$ cat config.mk
export PLATFORM = sky130hd
export DESIGN_NAME = mcsf_area_ctl
export DESIGN_NICKNAME = d
export VERILOG_FILES = /design/src/rtl/core/mcsf_pkg.sv /design/src/rtl/core/mcsf_area_ctl.sv
export SDC_FILE = /design/constraint.sdc
export NUM_CORES = 1
export LEC_CHECK = 0
export ABC_CLOCK_PERIOD_IN_PS = 7250
export BUFFER_PORTS_ARGS = -buffer_cell sky130_fd_sc_hd__buf_2
export CAP_MARGIN = 0
export CELL_PAD_IN_SITES_DETAIL_PLACEMENT = 0
export CELL_PAD_IN_SITES_GLOBAL_PLACEMENT = 2
export CORE_ASPECT_RATIO = 1.5
export CORE_UTILIZATION = 44
export CTS_BUF_LIST = sky130_fd_sc_hd__clkbuf_2 sky130_fd_sc_hd__clkbuf_4 sky130_fd_sc_hd__clkbuf_8
export DETAILED_ROUTE_END_ITERATION = 8
export GPL_ROUTABILITY_DRIVEN = 1
export PLACE_DENSITY_LB_ADDON = 0.12
export SLEW_MARGIN = 20
export SYNTH_ARGS = -nofsm -noshare
export SYNTH_HDL_FRONTEND = slang
export SYNTH_SLANG_ARGS = --single-unit
export TNS_END_PERCENT = 50
$ cat constraint.sdc
create_clock -name clk -period 7.25 [get_ports clk]
set_input_delay 0.725 -clock clk [delete_from_list [all_inputs] [get_ports clk]]
set_output_delay 0.725 -clock clk [all_outputs]
set_load 0.01 [all_outputs]
$ cat src/rtl/core/mcsf_pkg.sv
`default_nettype none
// ----------------------------------------------------------------------------
// mcsf_pkg
// Shared types and constants of the memory change scan filter: item
// layouts, action codes and the control groups between its modules.
// ----------------------------------------------------------------------------
package mcsf_pkg;

  // action codes carried in the input tuser
  localparam logic [1:0] ACT_LOAD    = 2'd0;
  localparam logic [1:0] ACT_COMPARE = 2'd1;
  localparam logic [1:0] ACT_UNREAD  = 2'd2;
  localparam logic [1:0] ACT_END     = 2'd3;

  // scan modes
  localparam logic MODE_CHANGED   = 1'b0;
  localparam logic MODE_UNCHANGED = 1'b1;

  // field widths fixed by the item formats
  localparam int ACT_W    = 2;
  localparam int AREA_W   = 2;
  localparam int OFS_W    = 8;
  localparam int WORD_W   = 64;
  localparam int HITS_W   = 11;
  localparam int REL_W    = 4;
  localparam int CFG_IDX_W = 3;

  // hit counter saturation value
  localparam logic [HITS_W-1:0] HIT_LIMIT = 11'd1024;

  // input tdata: area, word offset, word value, scan mode (low to high), padded
  typedef struct packed {
    logic [4:0]        pad;
    logic              scan_mode;
    logic [WORD_W-1:0] word_value;
    logic [OFS_W-1:0]  word_offset;
    logic [AREA_W-1:0] area_index;
  } in_item_t;

  // output tdata: address, area, old, new, pass hits, released (low to high)
  typedef struct packed {
    logic [6:0]        pad;
    logic [REL_W-1:0]  released_areas;
    logic [HITS_W-1:0] pass_hits;
    logic [WORD_W-1:0] new_value;
    logic [WORD_W-1:0] old_value;
    logic [AREA_W-1:0] hit_area;
    logic [WORD_W-1:0] hit_address;
  } out_item_t;

  localparam int IN_TDATA_W  = $bits(in_item_t);
  localparam int OUT_TDATA_W = $bits(out_item_t);

  // one-cycle update strobes for the area bookkeeping
  typedef struct packed {
    logic load_fresh;
    logic revive;
    logic drop;
    logic invalidate;
    logic end_pass;
  } area_op_t;

  // area status seen by the control: flag and base of the selected area, release mask of all areas
  typedef struct packed {
    logic              area_inv;
    logic [WORD_W-1:0] base;
    logic [REL_W-1:0]  rel_mask;
  } area_stat_t;

endpackage : mcsf_pkg
`default_nettype wire

$ cat src/rtl/core/mcsf_area_ctl.sv
`default_nettype none
// ----------------------------------------------------------------------------
// mcsf_area_ctl
// Per-area bookkeeping: base address registers, invalid flags and
// live-word counts, with the release check for end of pass.
// ----------------------------------------------------------------------------
module mcsf_area_ctl #(
  parameter int AREAS          = 4,
  parameter int WORDS_PER_AREA = 256
) (
  input  wire logic                          clk,
  input  wire logic                          rst_n,
  input  wire logic                          cfg_we,
  input  wire logic [mcsf_pkg::CFG_IDX_W-1:0] cfg_index,
  input  wire logic [mcsf_pkg::WORD_W-1:0]    cfg_data,
  input  wire logic [mcsf_pkg::AREA_W-1:0]    sel_area,
  input  wire mcsf_pkg::area_op_t             op,
  output mcsf_pkg::area_stat_t                stat
);
  import mcsf_pkg::*;

  localparam int AIW = (AREAS > 1) ? $clog2(AREAS) : 1;
  localparam int LW  = $clog2(WORDS_PER_AREA + 1);
  localparam logic [LW-1:0] LIVE_FULL = LW'(WORDS_PER_AREA);

  logic [WORD_W-1:0] bases_r [AREAS];
  logic [AREAS-1:0]  inv_r, inv_nxt;
  logic [LW-1:0]     live_r [AREAS];
  logic [LW-1:0]     live_nxt [AREAS];
  logic [AREAS-1:0]  rel_vec;
  logic [AREAS+REL_W-1:0] rel_ext;
  logic [AIW-1:0]    sidx;
  logic              sel_ok;

  assign sidx   = AIW'(sel_area);
  assign sel_ok = int'(sel_area) < AREAS;

  // areas that would be released now
  always_comb begin
    for (int a = 0; a < AREAS; a++) begin
      rel_vec[a] = !inv_r[a] && (live_r[a] == '0);
    end
  end
  assign rel_ext = {{REL_W{1'b0}}, rel_vec};

  // status of the selected area, with the release mask of all areas
  always_comb begin
    stat.area_inv = sel_ok ? inv_r[sidx] : 1'b1;
    stat.base     = bases_r[sidx];
    stat.rel_mask = rel_ext[REL_W-1:0];
  end

  // flag and count updates
  always_comb begin
    inv_nxt = inv_r;
    for (int a = 0; a < AREAS; a++) begin
      live_nxt[a] = live_r[a];
    end
    if (op.load_fresh && sel_ok) begin
      inv_nxt[sidx]  = 1'b0;
      live_nxt[sidx] = LIVE_FULL;
    end
    if (op.revive && sel_ok && (live_r[sidx] < LIVE_FULL)) begin
      live_nxt[sidx] = live_r[sidx] + 1'b1;
    end
    if (op.drop && sel_ok && (live_r[sidx] != '0)) begin
      live_nxt[sidx] = live_r[sidx] - 1'b1;
    end
    if (op.invalidate && sel_ok) begin
      inv_nxt[sidx] = 1'b1;
    end
    if (op.end_pass) begin
      inv_nxt = inv_r | rel_vec;
    end
  end

  always_ff @(posedge clk) begin
    if (!rst_n) begin
      inv_r <= '1;
      for (int a = 0; a < AREAS; a++) begin
        live_r[a] <= '0;
      end
    end else begin
      inv_r <= inv_nxt;
      for (int a = 0; a < AREAS; a++) begin
        live_r[a] <= live_nxt[a];
      end
    end
  end

  // base address registers
  always_ff @(posedge clk) begin
    if (!rst_n) begin
      for (int a = 0; a < AREAS; a++) begin
        bases_r[a] <= '0;
      end
    end else if (cfg_we && (int'(cfg_index) < AREAS)) begin
      bases_r[AIW'(cfg_index)] <= cfg_data;
    end
  end

endmodule : mcsf_area_ctl
`default_nettype wire

==> flow_summary.ini, run 1 <==
[setup_path]
worstPathArrival_ps = 3750
reg2regPathDepth = 9
timing.rr.start = live_r[1][0]$_SDFF_PN0_
cp-start-kind = input pin
timing.rr.end = live_r[1][1]$_SDFF_PN0_
crit_chain = buf_2 > inv_1 > or2_2 > nor3b_2 > nand2b_4 > buf_4
crit_type = input pin to flip-flop
crit_path_top_delay_cell = inv_1
rrSetupSlack_ps = 4220
max_stage_delay_ps = 630
worst-endpoint-required_ps = 7460
worstPathMaxFanout = 33
end_kind = flip-flop

[clocking]
cts_tree = yes
cts_setup_buffers = 0
clock_sinks = 296
cts_buffers = 46
clock_latency_ps = 580
cts_max_level = 2
cts_buffer_depth = 3
cts-resized-gates = 0
clk_pin_slew_ps = 60
hold_buffers = 0
clockRootBuffer = clkbuf_8

[power]
total_power_w = 0.00380
powerDensity_mw_per_mm2 = 244
peakVddDrop_uv = 131
p_leak_nw = 5.61

[global_route]
track_usage_pct = 23.0
grt_use_met3_pct = 4.87
grt_util_met2_pct = 41.1
grt_use_met1_pct = 26.2
grt_remaining_overflow = 0
grt_max_degree = 65
grt_pass1_wl_mm = 54.1
antenna_found_initial = 5
grt-busiest-layer = met2
grt_pass1_vias = 8880

[detailed_routing]
vias = 8432
drt_pre_antenna_iters = 5
routed_wl_mm = 35.2
wl_per_cell_um = 23.2
drc_errors = 0
viasPerCell = 5.55
antenna_left = 0
drt_iter0_drc = 523

[timing]
relSlewSlack_pct = 34.0
min_period_ps = 3550
finalHoldViolCount = 0
period_share_pct = 48.9
fin_setup_tns_ps = 0
setup_viol = 0
tightest_slew_ps = 990
timing.fmax_ghz = 0.282
clock_skew_ps = 24.1
rsz0062_at_grt = no
drv_slew = 0

[floorplanning]
rows = 78
dieHeight_um = 218
initial_core_util_pct = 44.9
die_x_um = 146
core_mm2 = 0.0304
io_pins = 146
die_area_mm2 = 0.0318

[cells_and_area]
syn2layout_area_growth_pct = 14.1
final_util_pct = 51.2
layout_common_cells = and2_1, edfxtp_1, buf_2
final_common_cell = and2_1
layout-drive-gt1-share_pct = 28.3
fin_nets = 1163

[worst_hold_path]
min_path_type = input pin to flip-flop
hold_path_end = bases_r[1][2]$_SDFFCE_PN0P_
whs_path_depth = 2
hold_start = cfg_data[2]

[synthesis]
ys_types = 57
synthCells = 943
ys_ff_latch = 296
ys.flop_type = edfxtp_1
syn_avg_cell_area_um2 = 14.5
yosysWarnings = 0
synth_area_mm2 = 0.0137
async_reset_ff_share_pct = 0
synth_seq_area_share_pct = 62.1
synth_edf_count = 256
syn-num-nets = 1022

[place]
hpwl_mm = 20.9
gp_congestion = 0.880
io_buffers = 145

[run]
cap_violations = 0

[outcome]
status = complete, no violations
[cell type report]
type                            instances  area [µm²]
Sequential cell                       296        8490
Clock buffer                           65         782
Timing Repair Buffer                  156         817
Antenna cell                            5        12.5
Fill cell                            2727       14900
Tap cell                              400         500
Clock inverter                         12        52.6
Inverter                                6        22.5
Multi-Input combinational cell        578        4920
[registers in the layout (all words and copies together), names as in the netlist]
register / flops
bases_r: 256
live_r: 36
inv_r: 4
[cell usage after synthesis (all sizes together), types with 2 or more instances]
master | count | area share [%]
nor3 | 14 | 0.51
a22oi | 10 | 0.55
a2bb2oi | 4 | 0.26
a221oi | 8 | 0.51
o41ai | 4 | 0.26
xnor2 | 4 | 0.26
o211ai | 5 | 0.27
a311oi | 4 | 0.26
inv | 6 | 0.16
a21oi | 20 | 0.73
edfxtp | 256 | 56
nand3b | 2 | 0.11
or2 | 3 | 0.14
mux2 | 2 | 0.16
a211oi | 8 | 0.44
nand3 | 17 | 0.62
a31oi | 7 | 0.32
clkbuf | 43 | 1.2
o21ai | 19 | 0.72
or3 | 2 | 0.091
mux4 | 73 | 12
a32oi | 3 | 0.19
o221ai | 6 | 0.38
mux2i | 2 | 0.15
and3 | 8 | 0.37
nor4 | 5 | 0.23
o31ai | 5 | 0.38
xor2 | 4 | 0.31
nor2 | 18 | 0.49
nor3b | 6 | 0.33
o21a | 4 | 0.22
dfxtp | 40 | 5.9
and2 | 259 | 12
nor2b | 6 | 0.27
buf | 20 | 1.0
nand2b | 6 | 0.27
o211a | 3 | 0.22
nand2 | 23 | 0.63
ha | 2 | 0.18
o2111ai | 4 | 0.26
o31a | 2 | 0.14
[report_power, final]
part	internal [W]	switching [W]
combinational	0.000182	0.000281
clock	0.000688	0.000641
sequential	0.00197	0.0000423
total	0.00284	0.000964
[metal layers]
layer  routed length, µm  share of wire (%)
met1               13200                 38
met2               18600                 53
met3                1860                5.3
met4                1510                4.3
met5                  13              0.037
[kinds of logic after synthesis]
| group | count (synthesis) | share of synthesized area (%) |
|---|---|---|
| buffers and inverters | 69 | 2.37 |
| AOI/OAI and AO/OA | 119 | 6.31 |
| adders and majority gates | 2 | 0.183 |
| xor gates and xnor gates | 8 | 0.567 |
| and+or+nand+nor | 372 | 16.1 |
| muxes | 77 | 12.4 |
| DFF | 296 | 62.1 |
[critical path: cells and delay by family]
kind	cells	cell delay, ps
buffers and inverters	3	1670
and+or+nand+nor	3	1270
[worst max-delay path by stage]
stage                  from                            to  slack, ps  cells past startpoint
2_1_floorplan  cfg_index[2]       bases_r[3][0]$_DFFE_PP_       1260                      2
3_3_place_gp          rst_n  bases_r[1][13]$_SDFFCE_PN0P_       3120                      6
3_5_place_dp          rst_n  bases_r[1][13]$_SDFFCE_PN0P_       3090                      6
4_1_cts         sel_area[0]                      stat[21]       3610                      4
5_1_grt         sel_area[0]                      stat[21]       3520                      4
6_report              rst_n  bases_r[1][53]$_SDFFCE_PN0P_       3700                      6
[through the flow]
stage	hold slack (ps)	std cells	worst slack [ps]	cell area [µm²]
after global routing	439	1514	3520	15600
final	454	1518	3700	15600
after CTS	413	1513	3610	15600
after detailed placement	506	1436	3090	14800
after floorplan	469	943	1260	13700
after global placement	505	1436	3120	14800
No activity file was read; power rests on OpenSTA's default activity.
==> run 2, diff against run 1 <==
ABC_CLOCK_PERIOD_IN_PS = 3200   (was 7250)
CORE_UTILIZATION = 39   (was 44)
clock period = 3.2 ns   (was 7.25 ns; I/O delays follow)
==> run 2 against run 1 <==
Die area increased by 13%. Utilization down 3.8 points. Global-route usage shrank 1.2 points. Largest power group unchanged. Hold slack worse by 410 ps. Largest cell class unchanged. Clock skew fell by 8.0 ps.
==> flow_summary.ini, run 2 (synthesized netlist as in run 1, its figures left out) <==
[cells_and_area]
largest_reg_flops = 256
stdcell_area_mm2 = 0.0163
final_util_pct = 47.5
largestRegisters = bases_r x256, live_r x36, inv_r x4
syn2layout_area_growth_pct = 19.3
fin_cells = 1649
layout-drive-gt1-share_pct = 30.3
layout_common_cells = and2_1, edfxtp_1, buf_2
regMostFlops = bases_r
final_common_cell = and2_1
multiInputGateArea_mm2 = 0.00492
fillers = 3132
ff_latch_area_mm2 = 0.00849
fin_nets = 1230

[global_route]
grt_max_degree = 65
antenna_found_initial = 2
grt_pass1_wl_mm = 57.3
track_usage_pct = 21.8
grt_remaining_overflow = 0
grt_pass1_vias = 9423

[clocking]
cts_buffers = 48
cts_buffer_depth = 3
cts-resized-gates = 0
cts_tree = yes
cts_setup_buffers = 0
hold_buffers = 27
clockRootBuffer = clkbuf_8
clock_latency_ps = 570
clk_pin_slew_ps = 60
clock_sinks = 296
cts_max_level = 2

[setup_path]
crit_path_top_delay_cell = mux4_2
worstPathMaxFanout = 32
rrSetupSlack_ps = 550
cp-start-kind = input pin
worstPathArrival_ps = 2410
timing.rr.start = live_r[0][1]$_SDFF_PN0_
timing.rr.end = live_r[2][7]$_SDFF_PN0_
crit_top_cell = buf_4
crit_chain = buf_6 > buf_4 > buf_4 > mux4_2 > buf_2
reg2regPathDepth = 9
max_stage_delay_ps = 580
end_kind = primary output
worst-endpoint-required_ps = 2880
crit_buf_inv = 4
crit_type = input pin to primary output
cp_top_family = buffers and inverters

[timing]
tightest_slew_ps = 914
setup_slack_ps = 468
drv_slew = 0
clock_skew_ps = 16.1
finalHoldViolCount = 0
relSlewSlack_pct = 39.0
rsz0062_at_grt = no
setup_viol = 0
min_period_ps = 2730
period_share_pct = 85.4
timing.fmax_ghz = 0.366

[floorplanning]
die_x_um = 155
rows = 83
io_pins = 146
die_area_mm2 = 0.0358
dieHeight_um = 231
core_mm2 = 0.0344
initial_core_util_pct = 39.8

[worst_hold_path]
whs_path_depth = 2
min_path_type = input pin to flip-flop
hold_start = cfg_data[39]
hold_path_end = bases_r[0][39]$_SDFFCE_PN0P_

[detailed_routing]
dr.max_layer_used = met4
wl_per_cell_um = 23.0
drt_pre_antenna_iters = 5
antenna_left = 0
viasPerCell = 5.34
routed_wl_mm = 38.0
vias = 8808
dr_wl_met2_mm = 19.9
drt_iter0_drc = 459
dr_wl_met3_mm = 1.96
drc_errors = 0
wl_met1_mm = 14.5

[place]
dpl_worst_slack_ps = 387
hpwl_mm = 23.2
gp_congestion = 0.889
placed_area_mm2 = 0.0152
dp.cells = 1541
io_buffers = 145

[power]
powerDensity_mw_per_mm2 = 539
peakVddDrop_uv = 340
p_leak_nw = 5.95
total_power_w = 0.00879

[outcome]
status = complete, no violations

[run]
cap_violations = 0
[run 2: how the worst max path moves through the flow]
stage / start / endpoint / slack [ps] / cells past startpoint
4_1_cts: sel_area[0] / stat[44] / 390 / 5
5_1_grt: sel_area[0] / stat[44] / 250 / 5
6_report: sel_area[0] / stat[44] / 470 / 5
2_1_floorplan: cfg_index[2] / bases_r[2][0]$_SDFFCE_PN0P_ / -660 / 2
3_5_place_dp: sel_area[0] / stat[27] / 390 / 5
3_3_place_gp: sel_area[0] / stat[28] / 390 / 5
[run 2: layer usage]
layer / up-vias / global-route usage [%]
li1: 4000 / -
met1: 4418 / 24.8
met2: 279 / 39.3
met3: 111 / 4.04
met4: 0 / 10.2
met5: - / 0
[run 2: where the power goes]
part	switching [W]	internal (W)	total (W)
Clock	0.00149	0.00159	0.00308
Sequential	0.0000920	0.00445	0.00455
Combinational	0.000675	0.000489	0.00116
Total	0.00226	0.00654	0.00879
[run 2: final cells by class]
| cell class | instances | share of cell area (%) |
|---|---|---|
| antenna | 2 | 0.0307 |
| clock buffer | 64 | 4.82 |
| clock inverter | 15 | 0.506 |
| inverter | 6 | 0.138 |
| multi-input combinational | 578 | 30.2 |
| sequential | 296 | 52.0 |
| tap | 467 | 3.58 |
| timing repair buffer | 221 | 8.72 |
[run 2: stage by stage]
stage	TNS, ps	hold WS [ps]
after global routing	0	18.1
after CTS	0	0.333
after floorplan	-92680	469
after global placement	0	509
after detailed placement	0	506
final	0	49.2
==> run 3, diff against run 2 <==
GPL_TIMING_DRIVEN = 0   (was unset)
==> run 3 against run 2 <==
Sequential cell count unchanged. Count of clock-buffer cells in the layout down 6. Worst setup slack worse by 260 ps. Clock power about the same. Global-route usage down 0.13 points. Sequential share of layout area up 0.068 points. First-iteration DRC count up 6.5%. Critical endpoint is now live_r[3][3]$_SDFF_PN0_.
==> flow_summary.ini, run 3 (synthesized netlist as in run 1, its figures left out) <==
[timing]
hold_slack_ps = 47.2
timing.fmax_ghz = 0.334
drv_slew = 0
setup_slack_ps = 206
min_period_ps = 2990
setup_viol = 0
finalHoldViolCount = 0
rsz0062_at_grt = no
tightest_slew_ps = 1120
relSlewSlack_pct = 25.1
period_share_pct = 93.6
clock_skew_ps = 13.8

[run]
cap_violations = 0

[place]
io_buffers = 144
dpl_worst_slack_ps = -186
dp.cells = 1564
placed_area_mm2 = 0.0153
hpwl_mm = 24.9
gp_congestion = 0.862

[detailed_routing]
drc_errors = 0
viasPerCell = 5.27
routed_wl_mm = 37.5
antenna_left = 0
dr_wl_met2_mm = 19.9
vias = 8762
dr_wl_met3_mm = 2.09
wl_per_cell_um = 22.6
wl_met1_mm = 14.2
drt_iter0_drc = 489
drt_pre_antenna_iters = 5
dr.max_layer_used = met4

[setup_path]
crit_type = flip-flop to flip-flop
rrSetupSlack_ps = 210
cp-start-kind = flip-flop
worstPathMaxFanout = 10
worst-endpoint-required_ps = 3660
end_kind = flip-flop
worstPathArrival_ps = 3460
timing.rr.start = live_r[0][1]$_SDFF_PN0_
reg2regPathDepth = 9
timing.rr.end = live_r[3][3]$_SDFF_PN0_

[global_route]
grt_max_degree = 40
track_usage_pct = 21.7
grt_remaining_overflow = 0
grt_pass1_wl_mm = 56.8
grt_pass1_vias = 9328
antenna_found_initial = 3

[floorplanning]
core_mm2 = 0.0344
initial_core_util_pct = 39.8
die_x_um = 155
die_area_mm2 = 0.0358
io_pins = 146
rows = 83
dieHeight_um = 231

[worst_hold_path]
min_path_type = input pin to flip-flop
hold_path_end = bases_r[1][61]$_SDFFCE_PN0P_
hold_start = cfg_data[61]
whs_path_depth = 2

[cells_and_area]
largestRegisters = bases_r x256, live_r x36, inv_r x4
regMostFlops = bases_r
stdcell_area_mm2 = 0.0163
largest_reg_flops = 256
layout_common_cells = and2_1, edfxtp_1, buf_2
layout-drive-gt1-share_pct = 27.2
fin_nets = 1239
final_common_cell = and2_1
fillers = 3116
fin_cells = 1662
final_util_pct = 47.4
syn2layout_area_growth_pct = 19.2

[clocking]
clockRootBuffer = clkbuf_8
cts_buffers = 47
clock_sinks = 296
clock_latency_ps = 570
cts_max_level = 2
cts_buffer_depth = 3
cts_setup_buffers = 0
cts_tree = yes
clk_pin_slew_ps = 70

[outcome]
status = complete, no violations

[power]
powerDensity_mw_per_mm2 = 538
p_leak_nw = 5.87
peakVddDrop_uv = 322
[run 3: cell type report]
type	instances	area, µm²	area share (%)
sequential	296	8490	52.1
multi-input combinational	578	4910	30.1
timing repair buffer	168	1120	6.90
clock buffer	58	729	4.48
tap	467	584	3.59
buffer	63	304	1.87
clock inverter	24	131	0.806
inverter	6	22.5	0.138
antenna	2	5.00	0.0307
[run 3: critical path, cell delays in order (launching register included)]
cell	delay, ps
dfxtp_1	420
mux4_2	340
inv_1	60
ha_1	260
nor2b_1	170
a2bb2oi_1	440
o31a_2	350
buf_2	270
nand2_1	260
a311oi_1	310
[run 3: repair_timing]
item / 4_1_cts / 5_1_grt
hold endpoints to repair: 28 / 0
setup endpoints to repair: 50 / 11
gates cloned: 0 / 0
gates resized for setup: 3 / 2
hold buffers: 14 / 0
[run 3: stage by stage]
| step | total power, W | setup TNS (ps) |
|---|---|---|
| floorplan | 0.00527 | -92680 |
| global placement | 0.00575 | -746300 |
| detailed placement | 0.00577 | -5330 |
| CTS | 0.00889 | 0 |
| global route | 0.00912 | 0 |
| finish | 0.00877 | 0 |
[run 3: routing by layer]
layer | vias up | GRT usage, %
met2 | 272 | 39.3
met4 | 0 | 9.16
li1 | 4024 | -
met5 | - | 0
met3 | 80 | 4.15
met1 | 4386 | 24.8
[run 3: worst max-delay path by stage]
stage / startpoint / endpoint / cells past startpoint
floorplan: cfg_index[2] / bases_r[2][0]$_SDFFCE_PN0P_ / 2
global placement: cfg_index[2] / bases_r[3][22]$_DFFE_PP_ / 3
detailed placement: sel_area[0] / stat[38] / 7
CTS: sel_area[0] / stat[38] / 7
global route: sel_area[0] / stat[65] / 7
finish: live_r[0][1]$_SDFF_PN0_ / live_r[3][3]$_SDFF_PN0_ / 9
[run 3: power by group]
| group | total [W] | internal [W] | switching [W] |
|---|---|---|---|
| Sequential | 0.00454 | 0.00445 | 0.0000885 |
| Combinational | 0.00115 | 0.000485 | 0.000669 |
| Clock | 0.00308 | 0.00158 | 0.00150 |
